$ cat src/hw/rtl/conv3_pkg.sv
// ----------------------------------------------------------------------------
// conv3_pkg
// Shared constants, codes, kernel taps and the queue item type of the 3x3
// image filter.
// ----------------------------------------------------------------------------
package conv3_pkg;

  localparam int PIX_W           = 8;
  localparam int CFG_W           = 13;
  localparam int IDX_W           = 2;
  localparam int WIDTH_FIELD_W   = 12;
  localparam int HEIGHT_FIELD_W  = 13;
  localparam int KSEL_W          = 4;
  localparam int H_W             = 13;   // holds 3..4096
  localparam int ROW_W           = 12;
  localparam int MAX_WIDTH_DEF   = 2048;
  localparam int MAX_HEIGHT      = 4096;
  localparam int MIN_DIM         = 3;
  localparam int WIDTH_RST       = 640;
  localparam int HEIGHT_RST      = 480;
  localparam int KSEL_RST        = 4;
  localparam int QUEUE_DEPTH_DEF = 4;
  localparam int TAPS            = 9;
  localparam int TAP_W           = 4;
  localparam int COEF_W          = 5;
  localparam int PROD_W          = 14;
  localparam int SUM_W           = 17;
  localparam int PIX_MAX         = 255;
  // Blur taps are {1,2,1,2,4,2,1,2,1}, summing to 16; dividing by 16 is a shift by 4.
  localparam int BLUR_SHIFT      = 4;

  localparam logic MODE_PIXEL = 1'b0;
  localparam logic MODE_DRAIN = 1'b1;

  typedef enum logic [IDX_W-1:0] {
    REG_WIDTH  = 2'd0,
    REG_HEIGHT = 2'd1,
    REG_KERNEL = 2'd2
  } cfg_reg_t;

  typedef enum logic [KSEL_W-1:0] {
    K_BLUR         = 4'd1,
    K_SOBEL_TOP    = 4'd2,
    K_EMBOSS       = 4'd3,
    K_IDENTITY     = 4'd4,
    K_SOBEL_LEFT   = 4'd5,
    K_OUTLINE      = 4'd6,
    K_SOBEL_RIGHT  = 4'd7,
    K_SHARPEN      = 4'd8,
    K_SOBEL_BOTTOM = 4'd9
  } kernel_t;

  // Entry k holds the taps of kernel k; window order is top row first.
  localparam logic signed [COEF_W-1:0] KERNEL_TAPS [1:9][0:8] = '{
    '{ 5'sd1,  5'sd2,  5'sd1,  5'sd2,  5'sd4,  5'sd2,  5'sd1,  5'sd2,  5'sd1},
    '{ 5'sd1,  5'sd2,  5'sd1,  5'sd0,  5'sd0,  5'sd0, -5'sd1, -5'sd2, -5'sd1},
    '{-5'sd2, -5'sd1,  5'sd0, -5'sd1,  5'sd1,  5'sd1,  5'sd0,  5'sd1,  5'sd2},
    '{ 5'sd0,  5'sd0,  5'sd0,  5'sd0,  5'sd1,  5'sd0,  5'sd0,  5'sd0,  5'sd0},
    '{ 5'sd1,  5'sd0, -5'sd1,  5'sd2,  5'sd0, -5'sd2,  5'sd1,  5'sd0, -5'sd1},
    '{-5'sd1, -5'sd1, -5'sd1, -5'sd1,  5'sd8, -5'sd1, -5'sd1, -5'sd1, -5'sd1},
    '{-5'sd1,  5'sd0,  5'sd1, -5'sd2,  5'sd0,  5'sd2, -5'sd1,  5'sd0,  5'sd1},
    '{ 5'sd0, -5'sd1,  5'sd0, -5'sd1,  5'sd5, -5'sd1,  5'sd0, -5'sd1,  5'sd0},
    '{-5'sd1, -5'sd2, -5'sd1,  5'sd0,  5'sd0,  5'sd0,  5'sd1,  5'sd2,  5'sd1}
  };

  // Unknown selects give an all-zero kernel.
  function automatic logic signed [COEF_W-1:0] kernel_coef(
    input logic [KSEL_W-1:0] sel,
    input logic [TAP_W-1:0]  tap
  );
    logic signed [COEF_W-1:0] c;
    c = '0;
    if ((sel >= KSEL_W'(K_BLUR)) && (sel <= KSEL_W'(K_SOBEL_BOTTOM))) begin
      c = KERNEL_TAPS[sel][tap];
    end
    return c;
  endfunction

  typedef struct packed {
    logic             shift;      // pixel item: moves the window
    logic             emit;       // gives a result
    logic             zero;       // result is a border zero
    logic             frame_end;
    logic [PIX_W-1:0] pix;
    logic [PIX_W-1:0] up1;
    logic [PIX_W-1:0] up2;
  } item_t;

endpackage

$ cat src/hw/rtl/conv3_out_if.sv
// ----------------------------------------------------------------------------
// conv3_out_if
// Filtered output channel: valid/ready with pixel and frame end marker.
// ----------------------------------------------------------------------------
interface conv3_out_if;
  logic                          valid;
  logic                          ready;
  logic [conv3_pkg::PIX_W-1:0]   pixel_out;
  logic                          frame_end;

  modport source (output valid, pixel_out, frame_end, input ready);
  modport sink   (input valid, pixel_out, frame_end, output ready);
endinterface

$ cat src/hw/rtl/conv3_back.sv
// ----------------------------------------------------------------------------
// conv3_back
// Window shift, tap products, sum, scale and clamp, and the output register.
// ----------------------------------------------------------------------------
module conv3_back (
  input  logic                          clk,
  input  logic                          rst,
  input  logic                          restart,
  input  logic [conv3_pkg::KSEL_W-1:0]  kernel_select,
  input  logic                          q_valid,
  input  conv3_pkg::item_t              q_item,
  output logic                          q_pop,
  conv3_out_if.source                   filtered
);
  import conv3_pkg::*;

  logic [PIX_W-1:0]         window   [TAPS];
  logic [PIX_W-1:0]         win_next [TAPS];
  logic signed [PROD_W-1:0] prod     [TAPS];

  logic p_valid, p_emit, p_zero, p_fe, p_blur;
  logic p_free, o_free;

  logic                     out_valid, out_fe;
  logic [PIX_W-1:0]         out_pix;
  logic signed [SUM_W-1:0]  sum, scaled;
  logic [PIX_W-1:0]         clamped;

  assign o_free = !out_valid || filtered.ready;
  assign p_free = !p_valid || o_free;
  assign q_pop  = q_valid && p_free;

  // New column enters on the right: top from two rows up, bottom is the pixel.
  always_comb begin
    for (int r = 0; r < 3; r++) begin
      win_next[3*r]     = window[3*r + 1];
      win_next[3*r + 1] = window[3*r + 2];
    end
    win_next[2] = q_item.up2;
    win_next[5] = q_item.up1;
    win_next[8] = q_item.pix;
  end

  always_ff @(posedge clk) begin
    if (rst || restart) begin
      for (int k = 0; k < TAPS; k++) window[k] <= '0;
    end else if (q_pop && q_item.shift) begin
      for (int k = 0; k < TAPS; k++) window[k] <= win_next[k];
    end
  end

  // ---- product stage ----
  always_ff @(posedge clk) begin
    if (rst) begin
      p_valid <= 1'b0;
    end else if (p_free) begin
      p_valid <= q_valid;
    end
  end

  always_ff @(posedge clk) begin
    if (p_free) begin
      p_emit <= q_item.emit;
      p_zero <= q_item.zero;
      p_fe   <= q_item.frame_end;
      p_blur <= (kernel_select == KSEL_W'(K_BLUR));
      for (int k = 0; k < TAPS; k++) begin
        prod[k] <= PROD_W'($signed({1'b0, win_next[k]})) *
                   PROD_W'(kernel_coef(kernel_select, TAP_W'(k)));
      end
    end
  end

  // ---- sum, scale, clamp ----
  always_comb begin
    sum = '0;
    for (int k = 0; k < TAPS; k++) begin
      sum = sum + SUM_W'(prod[k]);
    end
    scaled = p_blur ? (sum >>> BLUR_SHIFT) : sum;
    if (p_zero || (scaled < 0)) begin
      clamped = '0;
    end else if (scaled > SUM_W'(PIX_MAX)) begin
      clamped = PIX_W'(PIX_MAX);
    end else begin
      clamped = scaled[PIX_W-1:0];
    end
  end

  always_ff @(posedge clk) begin
    if (rst) begin
      out_valid <= 1'b0;
    end else if (o_free) begin
      out_valid <= p_valid && p_emit;
    end
  end

  always_ff @(posedge clk) begin
    if (o_free) begin
      out_pix <= clamped;
      out_fe  <= p_fe;
    end
  end

  assign filtered.valid     = out_valid;
  assign filtered.pixel_out = out_pix;
  assign filtered.frame_end = out_fe;

endmodule

$ cat src/flat_wrapper.sv
// flat-port wrapper written by rule: the top's interface ports become plain ports
module conv3_back_flat import conv3_pkg::*;
  (clk, rst, restart, kernel_select, q_valid, q_item, q_pop, filtered_valid, filtered_pixel_out, filtered_frame_end, filtered_ready);
  conv3_out_if filtered_i ();
  input  logic clk;
  input  logic rst;
  input  logic restart;
  input  logic [conv3_pkg::KSEL_W-1:0] kernel_select;
  input  logic q_valid;
  input  conv3_pkg::item_t q_item;
  output logic q_pop;
  output wire logic [$bits(filtered_i.valid)-1:0] filtered_valid;
  output wire logic [$bits(filtered_i.pixel_out)-1:0] filtered_pixel_out;
  output wire logic [$bits(filtered_i.frame_end)-1:0] filtered_frame_end;
  input wire logic [$bits(filtered_i.ready)-1:0] filtered_ready;
  assign filtered_valid = filtered_i.valid;
  assign filtered_pixel_out = filtered_i.pixel_out;
  assign filtered_frame_end = filtered_i.frame_end;
  assign filtered_i.ready = filtered_ready;
  conv3_back u_core (.clk(clk), .rst(rst), .restart(restart), .kernel_select(kernel_select), .q_valid(q_valid), .q_item(q_item), .q_pop(q_pop), .filtered(filtered_i));
endmodule
$ cat config.mk
export PLATFORM = sky130hd
export DESIGN_NAME = conv3_back_flat
export DESIGN_NICKNAME = d
export VERILOG_FILES = /design/src/hw/rtl/conv3_pkg.sv /design/src/hw/rtl/conv3_out_if.sv /design/src/hw/rtl/conv3_back.sv /design/src/flat_wrapper.sv
export SDC_FILE = /design/constraint.sdc
export NUM_CORES = 1
export LEC_CHECK = 0
export ABC_AREA = 0
export BUFFER_PORTS_ARGS = -buffer_cell sky130_fd_sc_hd__buf_2
export CORE_AREA = 2 2 254 231
export CTS_CLUSTER_DIAMETER = 50
export DETAILED_ROUTE_END_ITERATION = 10
export DIE_AREA = 0 0 256 233
export GPL_TIMING_DRIVEN = 0
export PLACE_DENSITY_LB_ADDON = 0.08
export SETUP_SLACK_MARGIN = 0.05
export SYNTH_ARGS = -nofsm -noshare
export SYNTH_HDL_FRONTEND = slang
export SYNTH_SLANG_ARGS = --single-unit
export TNS_END_PERCENT = 50
$ cat constraint.sdc
create_clock -name clk -period 6.55 [get_ports clk]
set_input_delay 0.655 -clock clk [delete_from_list [all_inputs] [get_ports clk]]
set_output_delay 0.655 -clock clk [all_outputs]
set_load 0.1 [all_outputs]
; ---- After elaboration in Yosys (flattened, before gate mapping)
; Memory sizes are Yosys's and may differ from the RTL's.
; Index checks and enable logic that the tools add are counted.
[word_totals]
reg_bits = 15
mem_bits_rw = 198
rom_bits = 720
in_bits = 37
n_memories = 3
[memory_table]
columns = memory, depth, word_bits, read_ports, rd_clocked_by_memory_dff, wr, line
row1 = (name not given), 16, 45, 1, 0, 0, conv3_pkg.sv:74  ; c = KERNEL_TAPS[sel][tap];
row2 = u_core.prod, 9, 14, 9, 0, 9, conv3_back.sv:19  ; logic signed [PROD_W-1:0] prod [TAPS];
row3 = u_core.window, 9, 8, 6, 0, 9, conv3_back.sv:17  ; logic [PIX_W-1:0] window [TAPS];
[op_classes]
n_addsub = 8
n_mul = 9
order_cmp = 5
n_eq_ne = 1
muxes = 38
bitwise_logic = 10
reduce_logical = 10
[ops]
columns = operator, count
row1 = $mul 9x5->14, 9
row2 = $add 17x14->17, 6
row3 = $mux 45, 2
row4 = $mux 5, 18
row5 = $mux 8, 10
row6 = $gt 17x9->1 const B, 1
row7 = $lt 17x1->1 const B, 1
row8 = $add 15x14->16, 1
row9 = $mux 16, 1
row10 = $add 14x14->15, 1
row11 = $or 1x1->1, 9
row12 = $mux 1, 7
row13 = $ge 5x5->1 const B, 1
row14 = $not 4->5, 1
row15 = $eq 4x1->1 const B, 1
row16 = $ge 4x1->1 const B, 1
row17 = $le 4x4->1 const B, 1
row18 = $logic_and 1x1->1, 4
row19 = $logic_or 1x1->1, 4
row20 = $logic_not 1->1, 2

; ---- Longest topological paths before layout
; Gate-level depths: netlist (run 1).
[depth]
word_depth = 11
mapped_depth = 28
depth_no_buf = 28

; ---- Worst setup path after synthesis (run 1)
; OpenSTA, ideal clock, no wires.
[synth_path]
path_kind = register to register
from = memory u_core.prod[0][1]
to = register u_core.out_pix[0], in the netlist u_core.filtered.pixel_out[0], data pin
setup_time_ns = 0.285
t_arrival_ns = 6.268
required_ns = 6.265
path_slack_ns = -0.003
path_stages_with_launch = 26
path_buffers = 1
path_cell_list = edfxtp_1 inv_1 fa_1 inv_1 ha_1 fa_1 a21o_1 a21oi_1 nor2_1 or2_2 a31oi_1 xnor2_1 fa_1 inv_1 fa_1 fa_1 inv_1 fa_1 ha_1 clkbuf_8 and3_1 a221o_1 o211ai_2 a21oi_1 a31oi_2 a41oi_1
[synth_rtl]
columns = element, line
row1 = "start, declared", conv3_back.sv:19
row2 = "end signal, assigned", conv3_back.sv:100  ; out_pix <= clamped;
row3 = "end, declared", conv3_back.sv:25  ; logic [PIX_W-1:0] out_pix;

==> run metrics, run 1 <==
Die Span Y=233 um; most frequent cells after synthesis=inv_1, ha_1, fa_1; Mapped Cells=2118; Critical Path RT=6760 ps; Buf+Inv Stages, Crit Path=5; post-route minimum period=6530 ps; Clock Latency Late Sink=490 ps; H-Tree Depth=4; async set or reset register ratio after synthesis=0%; Peak Freq=153 MHz; slew of the pin with the lowest slew margin=975 ps; Yosys warnings=0; DR iter-0 viols=653; post-synthesis compound-gate area fraction=7.33%; area leader, netlist=edfxtp_1; # port buffers=46; Distinct cells, synth=74; Post-Synth XOR/XNOR Area=3.35%; Die ar.=59600 sq um; worst-path fanout max=8; Clock transition at path regs=60 ps; Post-DP HPWL=44300 um; total CTS buffers=17; met2 Track Usage GR=29.2%; GR Util met3=3.00%; Bufs on Longest Clock Path=2; mux contribution to synthesized area=0.286%; # setup viols final=0; WL/cell=17.6 um; IO Count=48; Mapped Area=21400 sq um; first-pass GRT wire length=84100 um; final hold violations=0; clk_skew=16.7 ps; Sink Count=188; simple-gate portion of the synthesized area=13.8%; outcome=finished clean; RSZ-0062 raised after global routing=true; CP most frequent cell=fa_1; CTS tree=built; Pre-antenna DRT Iters=5; CTS Hold Bufs=0; area grow syn2layout=11.6%; layout cells sized above 1=8.61%; largest family of logic cells by synthesized area=adder cells; Worst Path Arrival=6740 ps; clk root buf=clkbuf_16; # fillers=5550; CP peak stage delay=520 ps; Synth Flop Type=edfxtp_1; Vias=14100; cell class contributing the biggest share of worst-path delay=adder cells; CP endpoint kind=register; Final Instance Area=23900 sq um; antenna violations before repair=5; Worst slew margin=35.0%; GRT Overall Usage=18.7%; ANT nets after route=0; sequential area share after synthesis=26.3%; worst path cell trace=inv_2 > fa_1 > inv_2 > ha_4 > a211o_1 > a21oi_2 > o21ai_2 > a211oi_2 > xor2_1 > fa_1 > fa_1 > inv_1 > fa_1 > fa_1 > ha_4 > buf_6 > nand2_2 > a211oi_4 > buf_4 > o21ai_2 > a221oi_4 > o22a_4 > a41oi_2; Synth Net Count=2693; Avg Cell Area, Syn=10.1 sq um; row count=83; count of final max-slew check failures=0; largest net degree at the start of global routing=49; slowest stage cell, crit path=fa_1; Net count, final=2780; placed instance area=22700 sq um; # Max-Cap Violations=0; vias per cell=4.71; hold_ws=349 ps; Routed Wire Length=52500 um; met1 usage=27.1%; Critical Path Start Type=register; GRT overflow=0; fin crit share=99.7%; Die X=256 um; top-count cell post-synth=inv_1; Hold Crit Class=primary input to register; Final GP Congestion=0.851; dominant cells by area after synthesis=edfxtp_1, fa_1, ha_1; Yosys top cell area share=26.1%; number of enable flip-flop cells after synthesis=186; DRC=0; vias in the first global route=14700; critical path type=register to register; busiest layer in global routing=met2; Initial Util=37.7%; core area=56800 sq um; Seq cells post-synth=188; Synth Area in Adders=40.0%
through the flow:
step / worst slack, ps / setup TNS (ps) / util, % / cells
finish: 20.0 / 0 / 42.1 / 2985
global route: -216 / -1760 / 42.1 / 2983
CTS: 49.0 / 0 / 41.7 / 2977
detailed placement: -892 / -8330 / 40.0 / 2933
global placement: -1830 / -131650 / 39.8 / 2929
floorplan: 68.3 / 0 / - / 2118
registers in the layout, indices dropped and copies added, names as in the netlist:
signal	count
u_core.p_emit	1
u_core.filtered.pixel_out	8
u_core.p_blur	1
u_core.p_zero	1
u_core.p_valid	1
u_core.prod	125
u_core.filtered.valid	1
u_core.filtered.frame_end	1
u_core.p_fe	1
u_core.window	48
cells by family (layout without fill, tap and decap cells):
family | after synthesis | after routing
XOR/XNOR | 81 | 81
AND/OR/NAND/NOR | 562 | 562
multiplexers | 6 | 6
AO/OA/AOI/OAI | 239 | 239
other | 0 | 2
adder cells (fa/ha/maj) | 538 | 538
buffers and inverters | 504 | 604
flip-flops | 188 | 188
per-layer routing:
layer / part of all wire [%] / wire [um]
met1: 51 / 26700
met2: 44 / 23000
met3: 3.5 / 1830
met4: 1.8 / 933
met5: 0 / 0
layout make-up:
class / instances / area (sq um) / area share, %
tap: 765 / 957 / 4.01
timing repair buffer: 69 / 504 / 2.11
clock buffer: 18 / 429 / 1.80
clock inverter: 14 / 120 / 0.503
inverter: 478 / 1790 / 7.51
antenna: 2 / 5.00 / 0.0209
multi-input combinational: 1426 / 14300 / 60.0
sequential: 188 / 5630 / 23.5
buffer: 25 / 123 / 0.513
final timing paths:
path	from	end	slack, ps	depth (start not counted)
setup / recovery	u_core.prod[0][30]	u_core.filtered.pixel_out[2]	20	23
hold / removal	q_item[24]	u_core.p_fe	350	1
setup reg to reg	u_core.prod[0][30]	u_core.filtered.pixel_out[2]	20	23
hold reg to reg	u_core.p_fe	u_core.filtered.frame_end	430	0
worst register-to-register path, delay by kind of cell (launching register included):
family / cells / cell delay [ps]
AO/OA/AOI/OAI: 9 / 1900
adder cells (fa/ha/maj): 7 / 2960
XOR/XNOR: 1 / 300
flip-flops: 1 / 500
buffers and inverters: 5 / 530
AND/OR/NAND/NOR: 1 / 80
cells in the final DEF, fill, tap and decap left out, drive strengths merged, types with 9 or more instances in the layout:
| cell | count |
|---|---|
| nand4 | 11 |
| clkbuf | 34 |
| ha | 294 |
| a21o | 23 |
| inv | 479 |
| nor2 | 91 |
| nor2b | 46 |
| nor3 | 14 |
| a21boi | 9 |
| or3 | 30 |
| buf | 77 |
| nand2 | 139 |
| o211ai | 9 |
| a21oi | 76 |
| xor2 | 22 |
| xnor2 | 59 |
| fa | 244 |
| nand3 | 9 |
| o21ai | 49 |
| nand2b | 42 |
| a31oi | 11 |
| and2 | 146 |
| edfxtp | 186 |
what timing repair did:
action	in CTS	in global routing
resized for setup	61	31
buffers inserted	12	9
pin swaps	68	27
endpoints found under the setup margin	9	16
Power of run 1 is not shown: default switching activity piles up to over one toggle a cycle in this logic, so the estimate is an artifact.
==> run 2, diff against run 1 <==
--- a/config.mk
+++ b/config.mk
@@ -7,10 +7,10 @@
 export LEC_CHECK = 0
 export ABC_AREA = 0
 export BUFFER_PORTS_ARGS = -buffer_cell sky130_fd_sc_hd__buf_2
-export CORE_AREA = 2 2 254 231
+export CORE_AREA = 2 2 310 189
 export CTS_CLUSTER_DIAMETER = 50
 export DETAILED_ROUTE_END_ITERATION = 10
-export DIE_AREA = 0 0 256 233
+export DIE_AREA = 0 0 312 191
 export GPL_TIMING_DRIVEN = 0
 export PLACE_DENSITY_LB_ADDON = 0.08
 export SETUP_SLACK_MARGIN = 0.05
==> run metrics, run 2 (synthesis results as in run 1) <==
first-pass GRT wire length=86800 um (was 84100 um); IO Count=48 (unchanged); CP endpoint kind=register (unchanged); largest net degree at the start of global routing=66 (was 49); # Max-Cap Violations=0 (unchanged); Buf+Inv Stages, Crit Path=6 (was 5); count of final max-slew check failures=0 (unchanged); pre-CTS setup slack=-921 ps (was -892 ps); H-Tree Depth=4 (unchanged); failing checks=setup timing; antenna violations before repair=10 (was 5); Pre-antenna DRT Iters=6 (was 5); CP most frequent cell=fa_1 (unchanged); Critical Path Start Type=register (unchanged); Largest Register=u_core.prod (unchanged); Reg area=5630 sq um (unchanged); ANT nets after route=0 (unchanged); slowest stage cell, crit path=fa_1 (unchanged); Clock Latency Late Sink=470 ps (was 490 ps); Worst slew margin=8.21% (was 35.0%); clk_skew=11.5 ps (was 16.7 ps); post-route minimum period=6680 ps (was 6530 ps); worst setup margin=-132 ps (was 20.0 ps); Vias=14400 (was 14100); layout cells sized above 1=9.38% (was 8.61%); footprint of the multi-input gates=14500 sq um (was 14300 sq um); core area=56800 sq um (about the same); Hold Crit Class=primary input to register (unchanged); vias per cell=4.81 (was 4.71); Worst Path Arrival=6860 ps (was 6740 ps); row count=68 (was 83); Net count, final=2779 (was 2780); outcome=finished with violations (was finished clean); Initial Util=37.7% (about the same); most frequent cells in the layout=inv_1, ha_1, fa_1 (unchanged); fin crit share=102% (was 99.7%); GRT Overall Usage=19.4% (was 18.7%); # fillers=5612 (was 5550); Bufs on Longest Clock Path=2 (unchanged); Die Span Y=191 um (was 233 um); total CTS buffers=17 (unchanged); GRT overflow=0 (unchanged); vias in the first global route=14700 (about the same); final hold violations=0 (unchanged); slew of the pin with the lowest slew margin=1370 ps (was 975 ps); Die ar.=59600 sq um (about the same); area grow syn2layout=12.4% (was 11.6%); DRC=0 (unchanged); Post-DP HPWL=46500 um (was 44300 um); Critical Path RT=6730 ps (was 6760 ps); worst-path fanout max=8 (unchanged); DR iter-0 viols=888 (was 653); cell class contributing the biggest share of worst-path delay=adder cells (unchanged); Clock transition at path regs=70 ps (was 60 ps); WL/cell=18.6 um (was 17.6 um); commonest non-fill, non-tap cell in the layout=inv_1 (unchanged); CTS Hold Bufs=0 (unchanged); # port buffers=46 (unchanged); CP peak stage delay=570 ps (was 520 ps); Die X=312 um (was 256 um); Peak Freq=150 MHz (was 153 MHz); clk root buf=clkbuf_16 (unchanged); RSZ-0062 raised after global routing=true (unchanged); worst path cell trace=inv_2 > fa_1 > inv_2 > ha_4 > fa_2 > a21o_1 > a21oi_4 > buf_4 > xnor2_1 > fa_1 > inv_1 > fa_1 > fa_1 > fa_1 > inv_1 > ha_1 > o21a_1 > buf_4 > o31ai_4 > a211oi_2 > or3_4 > a221oi_2 > o22a_4 > a41oi_4 (was inv_2 > fa_1 > inv_2 > ha_4 > a211o_1 > a21oi_2 > o21ai_2 > a211oi_2 > xor2_1 > fa_1 > fa_1 > inv_1 > fa_1 > fa_1 > ha_4 > buf_6 > nand2_2 > a211oi_4 > buf_4 > o21ai_2 > a221oi_4 > o22a_4 > a41oi_2); critical path type=register to register (unchanged); # setup viols final=8 (was 0); CTS tree=built (unchanged); Largest register FFs=125 (unchanged); Final GP Congestion=0.823 (was 0.851); Sink Count=188 (unchanged); Routed Wire Length=55600 um (was 52500 um)
[run 2: stage by stage]
step                cells  utilization (%)  setup TNS (ps)  hold slack (ps)  area (sq um)
floorplan            2118                -               0              400         21400
global placement     2934             39.8         -152670              407         22600
detailed placement   2937             39.9          -13710              408         22700
CTS                  2979             41.9            -993              329         23800
global route         2987             42.3           -2670              334         24100
finish               2990             42.4            -836              364         24100
[run 2: final cells by class]
| cell class | instances | area share (%) |
|---|---|---|
| diodes | 3 | 0.0312 |
| repair buffers | 67 | 1.90 |
| flip-flops and latches | 188 | 23.4 |
| multi-input cells | 1426 | 60.2 |
| clock buffers | 19 | 1.80 |
| inverters | 478 | 7.45 |
| well taps | 770 | 4.00 |
| plain buffers | 26 | 0.593 |
| clock inverters | 13 | 0.681 |
[run 2: path summary, 6_finish.rpt]
kind	end	cells after the start	startpoint	slack, ps
worst max register to register	u_core.filtered.pixel_out[7]	24	u_core.prod[0][29]	-130
worst min register to register	u_core.filtered.frame_end	0	u_core.p_fe	420
worst max-delay path	u_core.filtered.pixel_out[7]	24	u_core.prod[0][29]	-130
worst min-delay path	u_core.p_fe	1	q_item[24]	360
[run 2: worst register-to-register path, delay by kind of cell, from the launching register on]
kind | cells | cell delay [ps]
xor+xnor | 1 | 110
flops | 1 | 390
compound gates | 8 | 1570
buf+inv | 6 | 490
simple gates | 1 | 350
fa+ha+maj | 8 | 3480
[run 2: per-layer routing]
| metal | wire (um) | GRT usage, % | vias to the layer above |
|---|---|---|---|
| li1 | - | - | 7057 |
| met1 | 31900 | 32.7 | 7035 |
| met2 | 20600 | 25.3 | 247 |
| met3 | 2550 | 3.25 | 33 |
| met4 | 583 | 3.51 | 4 |
| met5 | 22 | 0 | - |
[run 2: what timing repair did]
action,in CTS,in global routing
pin swaps,47,38
setup endpoints to repair,14,34
endpoints found under the hold margin,0,0
gates resized for setup,69,54
setup buffers,10,8
Power of run 2 is left out for the same reason.
