===== src/hw/rtl/conv3_pkg.sv =====
// ----------------------------------------------------------------------------
// conv3_pkg
// Shared constants, codes, kernel taps and the queue item type of the 3x3
// image filter.
// ----------------------------------------------------------------------------
package conv3_pkg;

  localparam int PIX_W           = 8;
  localparam int CFG_W           = 13;
  localparam int IDX_W           = 2;
  localparam int WIDTH_FIELD_W   = 12;
  localparam int HEIGHT_FIELD_W  = 13;
  localparam int KSEL_W          = 4;
  localparam int H_W             = 13;   // holds 3..4096
  localparam int ROW_W           = 12;
  localparam int MAX_WIDTH_DEF   = 2048;
  localparam int MAX_HEIGHT      = 4096;
  localparam int MIN_DIM         = 3;
  localparam int WIDTH_RST       = 640;
  localparam int HEIGHT_RST      = 480;
  localparam int KSEL_RST        = 4;
  localparam int QUEUE_DEPTH_DEF = 4;
  localparam int TAPS            = 9;
  localparam int TAP_W           = 4;
  localparam int COEF_W          = 5;
  localparam int PROD_W          = 14;
  localparam int SUM_W           = 17;
  localparam int PIX_MAX         = 255;
  // Blur taps are {1,2,1,2,4,2,1,2,1}, summing to 16; dividing by 16 is a shift by 4.
  localparam int BLUR_SHIFT      = 4;

  localparam logic MODE_PIXEL = 1'b0;
  localparam logic MODE_DRAIN = 1'b1;

  typedef enum logic [IDX_W-1:0] {
    REG_WIDTH  = 2'd0,
    REG_HEIGHT = 2'd1,
    REG_KERNEL = 2'd2
  } cfg_reg_t;

  typedef enum logic [KSEL_W-1:0] {
    K_BLUR         = 4'd1,
    K_SOBEL_TOP    = 4'd2,
    K_EMBOSS       = 4'd3,
    K_IDENTITY     = 4'd4,
    K_SOBEL_LEFT   = 4'd5,
    K_OUTLINE      = 4'd6,
    K_SOBEL_RIGHT  = 4'd7,
    K_SHARPEN      = 4'd8,
    K_SOBEL_BOTTOM = 4'd9
  } kernel_t;

  // Entry k holds the taps of kernel k; window order is top row first.
  localparam logic signed [COEF_W-1:0] KERNEL_TAPS [1:9][0:8] = '{
    '{ 5'sd1,  5'sd2,  5'sd1,  5'sd2,  5'sd4,  5'sd2,  5'sd1,  5'sd2,  5'sd1},
    '{ 5'sd1,  5'sd2,  5'sd1,  5'sd0,  5'sd0,  5'sd0, -5'sd1, -5'sd2, -5'sd1},
    '{-5'sd2, -5'sd1,  5'sd0, -5'sd1,  5'sd1,  5'sd1,  5'sd0,  5'sd1,  5'sd2},
    '{ 5'sd0,  5'sd0,  5'sd0,  5'sd0,  5'sd1,  5'sd0,  5'sd0,  5'sd0,  5'sd0},
    '{ 5'sd1,  5'sd0, -5'sd1,  5'sd2,  5'sd0, -5'sd2,  5'sd1,  5'sd0, -5'sd1},
    '{-5'sd1, -5'sd1, -5'sd1, -5'sd1,  5'sd8, -5'sd1, -5'sd1, -5'sd1, -5'sd1},
    '{-5'sd1,  5'sd0,  5'sd1, -5'sd2,  5'sd0,  5'sd2, -5'sd1,  5'sd0,  5'sd1},
    '{ 5'sd0, -5'sd1,  5'sd0, -5'sd1,  5'sd5, -5'sd1,  5'sd0, -5'sd1,  5'sd0},
    '{-5'sd1, -5'sd2, -5'sd1,  5'sd0,  5'sd0,  5'sd0,  5'sd1,  5'sd2,  5'sd1}
  };

  // Unknown selects give an all-zero kernel.
  function automatic logic signed [COEF_W-1:0] kernel_coef(
    input logic [KSEL_W-1:0] sel,
    input logic [TAP_W-1:0]  tap
  );
    logic signed [COEF_W-1:0] c;
    c = '0;
    if ((sel >= KSEL_W'(K_BLUR)) && (sel <= KSEL_W'(K_SOBEL_BOTTOM))) begin
      c = KERNEL_TAPS[sel][tap];
    end
    return c;
  endfunction

  typedef struct packed {
    logic             shift;      // pixel item: moves the window
    logic             emit;       // gives a result
    logic             zero;       // result is a border zero
    logic             frame_end;
    logic [PIX_W-1:0] pix;
    logic [PIX_W-1:0] up1;
    logic [PIX_W-1:0] up2;
  } item_t;

endpackage


===== src/hw/rtl/conv3_queue.sv =====
// ----------------------------------------------------------------------------
// conv3_queue
// Short first-in first-out queue of classified items between front and back.
// ----------------------------------------------------------------------------
module conv3_queue #(
  parameter int DEPTH  = conv3_pkg::QUEUE_DEPTH_DEF,
  localparam int PW    = (DEPTH > 1) ? $clog2(DEPTH) : 1,
  localparam int CNT_W = $clog2(DEPTH + 1)
) (
  input  logic              clk,
  input  logic              rst,
  input  logic              push,
  input  conv3_pkg::item_t  push_item,
  input  logic              pop,
  output logic              valid,
  output conv3_pkg::item_t  head_item,
  output logic [CNT_W-1:0]  count
);
  import conv3_pkg::*;

  item_t         slots [DEPTH];
  logic [PW-1:0] rd_ptr, wr_ptr;

  function automatic logic [PW-1:0] ptr_next(input logic [PW-1:0] p);
    logic [PW-1:0] n;
    n = (p == PW'(DEPTH - 1)) ? '0 : p + 1'b1;
    return n;
  endfunction

  always_ff @(posedge clk) begin
    if (push) begin
      slots[wr_ptr] <= push_item;
    end
  end

  always_ff @(posedge clk) begin
    if (rst) begin
      rd_ptr <= '0;
      wr_ptr <= '0;
      count  <= '0;
    end else begin
      if (push) wr_ptr <= ptr_next(wr_ptr);
      if (pop)  rd_ptr <= ptr_next(rd_ptr);
      count <= count + CNT_W'(push) - CNT_W'(pop);
    end
  end

  assign valid     = (count != '0);
  assign head_item = slots[rd_ptr];

endmodule


===== config.mk =====
export PLATFORM = sky130hd
export DESIGN_NAME = conv3_queue
export DESIGN_NICKNAME = d
export VERILOG_FILES = /design/src/hw/rtl/conv3_pkg.sv /design/src/hw/rtl/conv3_queue.sv
export SDC_FILE = /design/constraint.sdc
export NUM_CORES = 1
export LEC_CHECK = 0
export BUFFER_PORTS_ARGS = -buffer_cell sky130_fd_sc_hd__buf_2
export CAP_MARGIN = 0
export CELL_PAD_IN_SITES_DETAIL_PLACEMENT = 0
export CELL_PAD_IN_SITES_GLOBAL_PLACEMENT = 2
export CORE_ASPECT_RATIO = 0.7
export CORE_MARGIN = 5
export CORE_UTILIZATION = 40
export DETAILED_ROUTE_END_ITERATION = 12
export GPL_ROUTABILITY_DRIVEN = 0
export PLACE_DENSITY = 0.86
export SYNTH_ARGS = -nofsm -noshare
export SYNTH_HDL_FRONTEND = slang
export SYNTH_SLANG_ARGS = --single-unit

===== constraint.sdc =====
create_clock -name clk -period 1.6 [get_ports clk]
set_clock_uncertainty 0.05 [all_clocks]
set_input_delay 0.32 -clock clk [delete_from_list [all_inputs] [get_ports clk]]
set_output_delay 0.32 -clock clk [all_outputs]
set_load 0.03 [all_outputs]

Word level (Yosys, flattened, before mapping)
Memory sizes are Yosys's and may differ from the RTL's. A register that Yosys moved wholly into a read port is not among the register bits.
Cells that the tools add are included.
{"block": "op_classes", "n_addsub": 4, "eq_ne": 2, "mux": 6, "n_reduce_logical": 1}
{"operator": "two-way mux 2 bit", "n": 4}
{"operator": "adder 2 x 1 -> 2 bit (second input constant)", "n": 2}
{"operator": "equality test 2 bit (second input constant)", "n": 2}
{"operator": "adder 3 x 1 -> 3 bit", "n": 1}
{"operator": "nonzero test 3 bit", "n": 1}
{"operator": "subtractor 3 x 1 -> 3 bit", "n": 1}
{"operator": "two-way mux 1 bit", "n": 2}
{"block": "word_totals", "ff_bits": 7, "mem_bits_rw": 112, "input_bits": 32, "out_inout_bits": 32, "mem_count": 1}
{"memory": "slots", "words": 4, "word_bits": 28, "read_ports": 1, "rd_ports_with_merged_regs": 1, "write_ports": 1, "line_no": "conv3_queue.sv:21", "text": "item_t slots [DEPTH];"}

Logic depth before layout (Yosys ltp)
Gate-level depths: netlist of run 1.
{"block": "logic_depth", "depth_word": 4, "depth_mapped": 8, "ltp_nobuf": 8}

Least setup slack after synthesis of run 1
OpenSTA, ideal clock, no wires.
{"block": "synth_path", "path_kind": "register to register", "startpoint": "register count[0]", "endpoint": "register count[2]", "setup_ps": 110, "t_arrival_ps": 1626, "required_time_ps": 1440, "setup_slack_ps": -186, "path_stages_with_launch": 9, "n_path_buf": 0, "period_less_slack_ps": 1786, "path_cell_list": "dfxtp_1 inv_1 ha_1 inv_1 ha_1 inv_1 fa_1 xnor3_1 nor2_1"}
{"block": "synth_via", "elab_chain_len": 2}
{"item": "start: declaration", "line_no": "conv3_queue.sv:17", "text": "output logic [CNT_W-1:0] count"}
{"item": "start signal: assignment", "line_no": "conv3_queue.sv:44", "text": "count <= count + CNT_W'(push) - CNT_W'(pop);"}
{"item": "adder 3 x 1 -> 3 bit", "line_no": "conv3_queue.sv:44"}
{"item": "subtractor 3 x 1 -> 3 bit", "line_no": "conv3_queue.sv:44"}
Every way passes these cells.
A chain may end at the register's enable or synchronous reset.

==> results of run 1 <==
## where the power goes
| part | total, mW | internal, mW | switching (mW) |
|---|---|---|---|
| registers | 3.68 | 3.62 | 0.0669 |
| clock network | 3.78 | 2.44 | 1.33 |
| logic | 1.11 | 0.530 | 0.581 |
## routing by layer
metal  wire length (microns)  track usage  part of all wire
met4                      76       0.0414            0.0093
met3                     521       0.0587             0.064
met1                    3660        0.178              0.45
met2                    3900        0.190              0.48
met5                       7            0           0.00086
## per-stage QoR
| stage | area (sq um) | total power, mW |
|---|---|---|
| finish | 5950 | 8.57 |
| global route | 5950 | 8.89 |
| global placement | 5120 | 4.65 |
| floorplan | 4540 | 4.35 |
| detailed placement | 5120 | 4.67 |
| CTS | 5930 | 8.65 |
## cell families after synthesis
group           Yosys count
compound gates            2
buf+inv                  11
simple gates             14
mux                      30
flops                   121
fa+ha+maj                 8
xor+xnor                  1
## layout make-up
class | count | area [sq um]
Fill cell | 876 | 5100
Inverter | 5 | 21.3
Tap cell | 153 | 191
Clock buffer | 17 | 425
Sequential cell | 121 | 3550
Timing Repair Buffer | 76 | 672
Multi-Input combinational cell | 55 | 915
Clock inverter | 15 | 179
## flip-flops by register name, summed over array words and instances (netlist names), named ones only
signal  cells
wr_ptr      2
rd_ptr      2
count       3
slots     112
## critical path, cell delays in order, from the launching register on
cell and delay [ns]:
dfxtp_4 0.42, buf_12 0.17, mux4_2 0.54, buf_6 0.16
## placed cells by master (no fill, tap or decap), types with 3 or more instances in the layout
cell	instances
and2_4	3
buf_12	4
buf_2	34
buf_4	6
buf_6	31
bufinv_16	3
clkbuf_16	17
clkinv_4	3
clkinvlp_4	7
dfxtp_1	7
edfxtp_1	112
ha_1	5
mux4_2	28
nor2_1	4
## how the worst max path moves through the flow
stage | start | endpoint | slack [ns] | depth (start not counted)
global route | register | head_item[13] | -0.52 | 3
floorplan | count[0]$_SDFF_PP0_ | count[2]$_SDFF_PP0_ | -0.04 | 8
CTS | register | head_item[13] | -0.49 | 3
finish | register | head_item[13] | -0.46 | 3
global placement | register | head_item[27] | -0.14 | 3
detailed placement | register | head_item[27] | -0.15 | 3
## what timing repair did
item,4_1_cts,5_1_grt
pin swaps,0,2
resized for setup,75,7
gates cloned,1,0
endpoints found under the setup margin,114,31
==> reports/results.ini, run 1 <==
[run_status]
status = complete, but fails checks
violations = negative setup slack

[logic_synthesis]
syn_nets = 227
synth_top_family_by_area = multiplexers
synth_area_leader_cell = edfxtp_1
synth-main-ff-cell = edfxtp_1
synthSimpleGateAreaFrac = 0.0182
synthDistinctLibCells = 19
synth_area_sq_um = 4530
muxShareOfSynthArea = 0.150
synth_common_cells = edfxtp_1, mux4_2, dfxtp_1
synth-compound-area-share = 0.00221
syn_avg_cell_area_sq_um = 24.2
yosysWarnings = 0
synthAdderAreaFrac = 0.0237
yosysTopAreaCellShare = 0.742
async_reset_ff_frac = 0
ys_seq_area_frac = 0.782
yosys-top-cells-area = edfxtp_1, mux4_2, mux4_1
synth.most_common_cell = edfxtp_1
synth_edf_count = 112
synth-seq-cells = 121
synthCells = 187
synth_xor_area_frac = 0.00497

[cts]
cts.sink_count = 121
cts_setup_buffers = 0
clkSlewWorstSetupHoldPaths_ns = 0.05
numCtsBuffers = 17
clock-root-buffer = clkbuf_16
clock_path_buffers = 2
cts_max_level = 4
cts_hold_buf = 0
insertion_delay_ns = 0.40
tritoncts = yes

[min_path]
whs_path_depth = 1
hold_class = primary input to register
min_from = push_item[18]
hold_end = slots[2][18]$_DFFE_PP_

[routing]
drc = 0
drt-pass1-iter-count = 4
drtIter0Drc = 129
num_vias = 2119
vias_per_cell = 4.79
ant_nets = 0
finalWirelength_mm = 8.17
detail_route.wl_per_cell_microns = 18.5

[floorplanning]
fp.dieH_microns = 99.1
initial_utilization = 0.410
num_rows = 32
die_x_microns = 137
die-area_sq_um = 13600
core_area_sq_um = 11100
ios = 64

[global_routing]
grt_max_degree = 29
gr-total-overflow = 0
grt_pass1_vias = 2299
grt_pass1_wl_mm = 13.0
antenna_found_initial = 1
grtUsageTotal = 0.131

[timing]
worst_pin_slew_ns = 0.459
rsz0062_at_grt = true
relSlewSlack = 0.694
tns_ns = -11.94
setup_ws_ns = -0.461
finalCritPeriodShare = 1.29
hold_violations = 0
whs_ns = 0.0757
final_max_slew_viol_count = 0
fin_crit_ns = 2.06
setup_viol = 29
max_freq_ghz = 0.485

[worst_setup_path]
regToRegSetupSlack_ns = 0.04
r2r_end = count[2]$_SDFF_PP0_
cp.required_ns = 1.23
reg2reg_from = count[0]$_SDFF_PP0_
cp-end-kind = output pin
cp.arrival_ns = 1.69
worst_r2r_path_depth = 8
path_class = register to output pin
cp_max_fo = 9
worstSetupStartpointType = register

[power]
powerDensity_nw_per_um2 = 1440
p_leak_nw = 2.08
vdd_drop_max_mv = 0.824

[layout]
layout-drive-gt1-share = 0.522
post-route-util = 0.539
area.growth.synth_to_final_pct = 31.4
nets = 316
antenna_cells = 0
finalNonFillerCells = 442

[place]
port_buffers = 63
dpl.hpwl_mm = 5.06
pre_cts_ws_ns = -0.150
dp.cells = 409

[flow_run]
drv_cap = 0

(Power assumes the default switching activity.)
==> run 2: changes to the inputs <==
--- a/config.mk
+++ b/config.mk
@@ -5,16 +5,18 @@
 export SDC_FILE = /design/constraint.sdc
 export NUM_CORES = 1
 export LEC_CHECK = 0
+export ABC_AREA = 1
 export BUFFER_PORTS_ARGS = -buffer_cell sky130_fd_sc_hd__buf_2
 export CAP_MARGIN = 0
 export CELL_PAD_IN_SITES_DETAIL_PLACEMENT = 0
 export CELL_PAD_IN_SITES_GLOBAL_PLACEMENT = 2
 export CORE_ASPECT_RATIO = 0.7
 export CORE_MARGIN = 5
-export CORE_UTILIZATION = 40
+export CORE_UTILIZATION = 35
 export DETAILED_ROUTE_END_ITERATION = 12
 export GPL_ROUTABILITY_DRIVEN = 0
 export PLACE_DENSITY = 0.86
+export SKIP_LAST_GASP = 1
 export SYNTH_ARGS = -nofsm -noshare
 export SYNTH_HDL_FRONTEND = slang
 export SYNTH_SLANG_ARGS = --single-unit
==> reports/results.ini, run 2 <==
[logic_synthesis]
syn_nets = 424  ; was 227
synth-main-ff-cell = edfxtp_1  ; unchanged
synth-seq-cells = 121  ; unchanged
synthDistinctLibCells = 15  ; was 19
synth_common_cells = edfxtp_1, inv_1, nand2_1  ; was edfxtp_1, mux4_2, dfxtp_1
yosysWarnings = 0  ; unchanged
ys_seq_area_frac = 0.735  ; was 0.782
synthCells = 384  ; was 187
syn_avg_cell_area_sq_um = 12.6  ; was 24.2 sq um
async_reset_ff_frac = 0  ; unchanged
synth_edf_count = 112  ; unchanged
synth.most_common_cell = edfxtp_1  ; unchanged
yosys-top-cells-area = edfxtp_1, inv_1, nand2_1  ; was edfxtp_1, mux4_2, mux4_1
synth_area_sq_um = 4820  ; was 4530 sq um
synth_area_leader_cell = edfxtp_1  ; unchanged
yosysTopAreaCellShare = 0.697  ; was 0.742

[layout]
post-route-util = 0.468  ; was 0.539
layout_common_cells = edfxtp_1, inv_1, nand2_1  ; was edfxtp_1, buf_2, buf_6
area.growth.synth_to_final_pct = 29.2  ; was 31.4%
final_common_cell = edfxtp_1  ; unchanged
finalNonFillerCells = 662  ; was 442
nets = 504  ; was 316
register_area_sq_um = 3550  ; about the same
multi_input_area_sq_um = 962  ; was 915 sq um
antenna_cells = 0  ; unchanged
largest_registers = slots x112, count x3  ; unchanged
n_fill_cell = 1184  ; was 876
regMostFlops = slots  ; unchanged
largest_reg_flops = 112  ; unchanged
layout-drive-gt1-share = 0.258  ; was 0.522

[floorplanning]
die-area_sq_um = 16300  ; was 13600 sq um
initial_utilization = 0.362  ; was 0.410
core_area_sq_um = 13300  ; was 11100 sq um
num_rows = 35  ; was 32
ios = 64  ; unchanged
die_x_microns = 150  ; was 137 microns
fp.dieH_microns = 108  ; was 99.1 microns

[timing]
setup_ws_ns = -0.249  ; was -0.461 ns
setup_viol = 28  ; was 29
max_freq_ghz = 0.541  ; was 0.485 GHz
final_max_slew_viol_count = 0  ; unchanged
whs_ns = 0.0728  ; was 0.0757 ns
hold_violations = 0  ; unchanged
relSlewSlack = 0.844  ; was 0.694
fin_crit_ns = 1.85  ; was 2.06 ns
worst_pin_slew_ns = 0.234  ; was 0.459 ns
finalCritPeriodShare = 1.16  ; was 1.29
rsz0062_at_grt = true  ; unchanged

[cts]
cts_max_level = 4  ; unchanged
cts_hold_buf = 0  ; unchanged
tritoncts = yes  ; unchanged
clock_path_buffers = 2  ; unchanged
clock-root-buffer = clkbuf_16  ; unchanged
cts.sink_count = 121  ; unchanged
insertion_delay_ns = 0.40  ; about the same
clkSlewWorstSetupHoldPaths_ns = 0.05  ; about the same
numCtsBuffers = 17  ; unchanged

[routing]
detail_route.wl_per_cell_microns = 13.9  ; was 18.5 microns
drc = 0  ; unchanged
finalWirelength_mm = 9.20  ; was 8.17 mm
drtIter0Drc = 65  ; was 129
num_vias = 2950  ; was 2119
drt-pass1-iter-count = 6  ; was 4
vias_per_cell = 4.46  ; was 4.79
ant_nets = 0  ; unchanged

[global_routing]
gr-total-overflow = 0  ; unchanged
grt_pass1_vias = 2800  ; was 2299
grt_pass1_wl_mm = 14.1  ; was 13.0 mm
grtUsageTotal = 0.116  ; was 0.131
antenna_found_initial = 1  ; unchanged
grt_max_degree = 41  ; was 29

[worst_setup_path]
crit_family = flip-flops  ; was multiplexers
cp.required_ns = 1.23  ; about the same
reg2reg_from = count[0]$_SDFF_PP0_  ; unchanged
cp_max_fo = 36  ; was 9
path_class = register to output pin  ; unchanged
crit_buf_inv = 2  ; unchanged
path_cells = buf_12 -> a21oi_1 -> o21ai_0 -> nand2_1 -> buf_6  ; was buf_12 -> mux4_2 -> buf_6
crit_slowest_cell = dfxtp_4  ; was mux4_2
cp.arrival_ns = 1.48  ; was 1.69 ns
worstSetupStartpointType = register  ; unchanged
cp-end-kind = output pin  ; unchanged
cp_slowest_stage_delay_ns = 0.39  ; was 0.54 ns

[power]
powerDensity_nw_per_um2 = 1340  ; was 1440 nW/um^2
p_leak_nw = 2.49  ; was 2.08 nW
vdd_drop_max_mv = 0.806  ; was 0.824 mV

[flow_run]
drv_cap = 0  ; unchanged

[min_path]
hold_class = primary input to register  ; unchanged
min_from = rst  ; was push_item[18]

[run_status]
violations = negative setup slack  ; unchanged
status = complete, but fails checks  ; unchanged

[place]
dp.cells = 629  ; was 409
dpl.hpwl_mm = 5.71  ; was 5.06 mm
port_buffers = 63  ; unchanged

==> run 2: cells by family after synthesis <==
kind of cell / Yosys count / share of synthesized area
adders and majority gates: 8 / 0.0223
and+or+nand+nor: 76 / 0.0597
AOI/OAI and AO/OA: 90 / 0.108
buffers and inverters: 89 / 0.0755
DFF: 121 / 0.735
==> run 2: cell type report <==
type / instances / share of cell area
Inverter: 71 / 0.0432
Tap cell: 185 / 0.0371
Timing Repair Buffer: 79 / 0.107
Clock buffer: 17 / 0.0683
Sequential cell: 121 / 0.570
Multi-Input combinational cell: 174 / 0.154
Clock inverter: 15 / 0.0201
==> run 2: timing repair <==
item / CTS / global route
resized for setup: 37 / 17
endpoints found under the hold margin: 0 / 0
endpoints found under the setup margin: 29 / 30
buffers inserted: 0 / 0
pin swaps: 0 / 3
cloned: 0 / 1
==> run 2: worst paths after layout <==
check	end	slack (ns)	depth (start not counted)
worst min register to register	register	0.47	2
worst max register to register	count[2]$_SDFF_PP0_	0.08	9
worst min-delay path	count[0]$_SDFF_PP0_	0.07	2
worst max-delay path	head_item[4]	-0.25	5
==> run 2: power by group <==
part | switching, mW | internal (mW)
logic | 0.749 | 0.433
registers | 0.0607 | 3.62
clock network | 1.34 | 2.13
total | 2.15 | 6.19
==> run 2: stage by stage <==
step	setup TNS (ns)	area, sq um	setup WS (ns)	power (mW)
6_report	-5.64	6230	-0.249	8.34
5_1_grt	-8.48	6230	-0.353	8.70
4_1_cts	-5.94	6150	-0.263	8.37
3_5_place_dp	-0.119	5490	-0.0875	4.79
3_3_place_gp	-0.0579	5490	-0.0579	4.77
2_1_floorplan	-0.00302	4830	-0.00302	4.41
==> run 2: layer usage <==
layer,part of all wire,wire [microns],GRT usage,vias up
li1,-,-,-,1483
met5,0.00098,9,0,-
met3,0.049,448,0.0402,10
met1,0.45,4170,0.143,1405
met2,0.49,4460,0.188,50
met4,0.012,115,0.0490,2
==> run 2: worst reg2reg max path, stage by stage (launching register included) <==
cell	delay [ns]
dfxtp_4	0.35
inv_4	0.04
ha_4	0.20
inv_2	0.06
ha_4	0.12
inv_2	0.03
fa_2	0.37
nand3_2	0.08
nand2_1	0.06
nor2_2	0.10
==> run 3: changes to the inputs <==
--- a/config.mk
+++ b/config.mk
@@ -5,16 +5,16 @@
 export SDC_FILE = /design/constraint.sdc
 export NUM_CORES = 1
 export LEC_CHECK = 0
-export ABC_AREA = 1
 export BUFFER_PORTS_ARGS = -buffer_cell sky130_fd_sc_hd__buf_2
 export CAP_MARGIN = 0
 export CELL_PAD_IN_SITES_DETAIL_PLACEMENT = 0
 export CELL_PAD_IN_SITES_GLOBAL_PLACEMENT = 2
 export CORE_ASPECT_RATIO = 0.7
 export CORE_MARGIN = 5
-export CORE_UTILIZATION = 35
+export CORE_UTILIZATION = 40
 export DETAILED_ROUTE_END_ITERATION = 12
 export GPL_ROUTABILITY_DRIVEN = 0
+export GPL_TIMING_DRIVEN = 0
 export PLACE_DENSITY = 0.86
 export SKIP_LAST_GASP = 1
 export SYNTH_ARGS = -nofsm -noshare
==> constraint.sdc (replaced) <==
create_clock -name clk -period 1.7 [get_ports clk]
set_clock_uncertainty 0.05 [all_clocks]
set_input_delay 0.34 -clock clk [delete_from_list [all_inputs] [get_ports clk]]
set_output_delay 0.34 -clock clk [all_outputs]
set_load 0.03 [all_outputs]
==> reports/results.ini, run 3 (synthesis gave the netlist of run 1 again) <==
[layout]
final_common_cell = edfxtp_1  ; unchanged
nets = 315  ; was 504
largest_registers = slots x112, count x3  ; unchanged
area.growth.synth_to_final_pct = 31.7  ; was 29.2%
largest_reg_flops = 112  ; unchanged
layout-drive-gt1-share = 0.500  ; was 0.258
regMostFlops = slots  ; unchanged
antenna_cells = 0  ; unchanged
post-route-util = 0.540  ; was 0.468
layout_common_cells = edfxtp_1, buf_2, buf_6  ; was edfxtp_1, inv_1, nand2_1

[power]
powerDensity_nw_per_um2 = 1400  ; was 1340 nW/um^2
p_seq_frac = 0.413  ; was 0.442
p_switching_mw = 1.87  ; was 2.15 mW
swShare = 0.224  ; was 0.258
p_int_mw = 6.50  ; was 6.19 mW
p_leak_nw = 2.11  ; was 2.49 nW
vdd_drop_max_mv = 0.749  ; was 0.806 mV
comb_power_share = 0.124  ; was 0.142
clkPwrFrac = 0.463  ; was 0.417

[worst_setup_path]
path_class = register to output pin  ; unchanged
regToRegSetupSlack_ns = 0.12  ; was 0.08 ns
worstSetupStartpointType = register  ; unchanged
cp.arrival_ns = 1.72  ; was 1.48 ns
worst_r2r_path_depth = 8  ; was 9
crit_end = head_item[3]  ; was head_item[4]
reg2reg_from = count[0]$_SDFF_PP0_  ; unchanged
r2r_end = count[2]$_SDFF_PP0_  ; unchanged
cp-end-kind = output pin  ; unchanged
cp.required_ns = 1.31  ; was 1.23 ns
cp_max_fo = 8  ; was 36

[cts]
clock_path_buffers = 2  ; unchanged
cts_max_level = 4  ; unchanged
tritoncts = yes  ; unchanged
cts.sink_count = 121  ; unchanged
clkSlewWorstSetupHoldPaths_ns = 0.06  ; was 0.05 ns
cts_hold_buf = 0  ; unchanged
insertion_delay_ns = 0.39  ; was 0.40 ns
numCtsBuffers = 17  ; unchanged
clock-root-buffer = clkbuf_16  ; unchanged

[timing]
hold_violations = 0  ; unchanged
final_max_slew_viol_count = 0  ; unchanged
worst_pin_slew_ns = 0.474  ; was 0.234 ns
rsz0062_at_grt = true  ; unchanged
finalCritPeriodShare = 1.24
fin_crit_ns = 2.11
max_freq_ghz = 0.474
relSlewSlack = 0.684  ; was 0.844
setup_ws_ns = -0.408  ; was -0.249 ns
setup_viol = 28  ; unchanged

[routing]
num_vias = 2154  ; was 2950
drc = 0  ; unchanged
finalWirelength_mm = 8.15  ; was 9.20 mm
drtIter0Drc = 98  ; was 65
ant_nets = 0  ; unchanged
detail_route.wl_per_cell_microns = 18.5  ; was 13.9 microns
drt-pass1-iter-count = 6  ; unchanged
vias_per_cell = 4.88  ; was 4.46

[floorplanning]
ios = 64  ; unchanged
initial_utilization = 0.410  ; was 0.362
die-area_sq_um = 13600  ; was 16300 sq um
fp.dieH_microns = 99.1  ; was 108 microns
die_x_microns = 137  ; was 150 microns
num_rows = 32  ; was 35
core_area_sq_um = 11100  ; was 13300 sq um

[global_routing]
grt_util_met1 = 0.173  ; was 0.143
met3_usage = 0.0449  ; was 0.0402
grt_pass1_vias = 2255  ; was 2800
met2_usage = 0.187  ; was 0.188
antenna_found_initial = 0  ; was 1
grt_pass1_wl_mm = 12.4  ; was 14.1 mm
grt_max_degree = 29  ; was 41
gr-total-overflow = 0  ; unchanged
grtUsageTotal = 0.127  ; was 0.116
gr-max-usage-layer = met2  ; unchanged

[run_status]
status = complete, but fails checks  ; unchanged
violations = negative setup slack  ; unchanged

[min_path]
whs_path_depth = 1  ; was 2
hold_class = primary input to register  ; unchanged

[flow_run]
drv_cap = 0  ; unchanged

[place]
dpl.hpwl_mm = 4.70  ; was 5.71 mm
pre_cts_ws_ns = -0.148  ; was -0.0875 ns
port_buffers = 63  ; unchanged

run 3: per-stage QoR:
| step | instances | instance area [sq um] | total power, mW | TNS [ns] | hold slack (ns) |
|---|---|---|---|---|---|
| final | 441 | 5970 | 8.37 | -10.48 | 0.106 |
| after global placement | 403 | 5040 | 4.35 | -59.47 | 0.449 |
| after global routing | 441 | 5970 | 8.68 | -12.48 | 0.0862 |
| after floorplan | 187 | 4530 | 4.10 | 0 | 0.354 |
| after CTS | 440 | 5880 | 8.41 | -11.50 | 0.0853 |
| after detailed placement | 403 | 5040 | 4.37 | -3.38 | 0.459 |
run 3: cell type report:
cell class / instances / area, sq um
Multi-Input combinational cell: 55 / 886
Inverter: 5 / 18.8
Timing Repair Buffer: 69 / 588
Buffer: 6 / 86.3
Tap cell: 153 / 191
Fill cell: 880 / 5080
Clock inverter: 15 / 225
Sequential cell: 121 / 3550
Clock buffer: 17 / 425
run 3: worst min-delay path by stage:
| stage | end | slack (ns) | from |
|---|---|---|---|
| 2_1_floorplan | count[0]$_SDFF_PP0_ | 0.35 | rst |
| 3_3_place_gp | rd_ptr[0]$_SDFFE_PP0P_ | 0.45 | rd_ptr[0]$_SDFFE_PP0P_ |
| 3_5_place_dp | register | 0.46 | rd_ptr[0]$_SDFFE_PP0P_ |
| 4_1_cts | slots[1][11]$_DFFE_PP_ | 0.09 | push_item[11] |
| 5_1_grt | slots[1][24]$_DFFE_PP_ | 0.09 | push_item[24] |
| 6_report | slots[2][16]$_DFFE_PP_ | 0.11 | push_item[16] |
run 3: repair_timing:
action	4_1_cts	5_1_grt
cloned	1	1
setup endpoints to repair	141	30
gates resized for setup	62	18
setup buffers	4	0
hold endpoints to repair	0	0
run 3: critical path: stages, from the launching register on:
cell and delay (ns):
dfxtp_2 0.34, buf_12 0.15, buf_12 0.13, mux4_2 0.51
buf_4 0.19
run 3: power by group through the flow:
| stage | Clock (mW) | Combinational (mW) | Sequential (mW) |
|---|---|---|---|
| after floorplan | 0 | 0.549 | 3.55 |
| after global placement | 0 | 0.840 | 3.51 |
| after detailed placement | 0 | 0.861 | 3.51 |
| after CTS | 3.96 | 0.994 | 3.46 |
| after global routing | 4.10 | 1.11 | 3.47 |
| final | 3.88 | 1.04 | 3.46 |
run 3: layer usage:
| layer | routed length, microns | share of wire |
|---|---|---|
| met3 | 476 | 0.058 |
| met5 | 0 | 0 |
| met1 | 3780 | 0.46 |
| met4 | 78 | 0.0096 |
| met2 | 3820 | 0.47 |
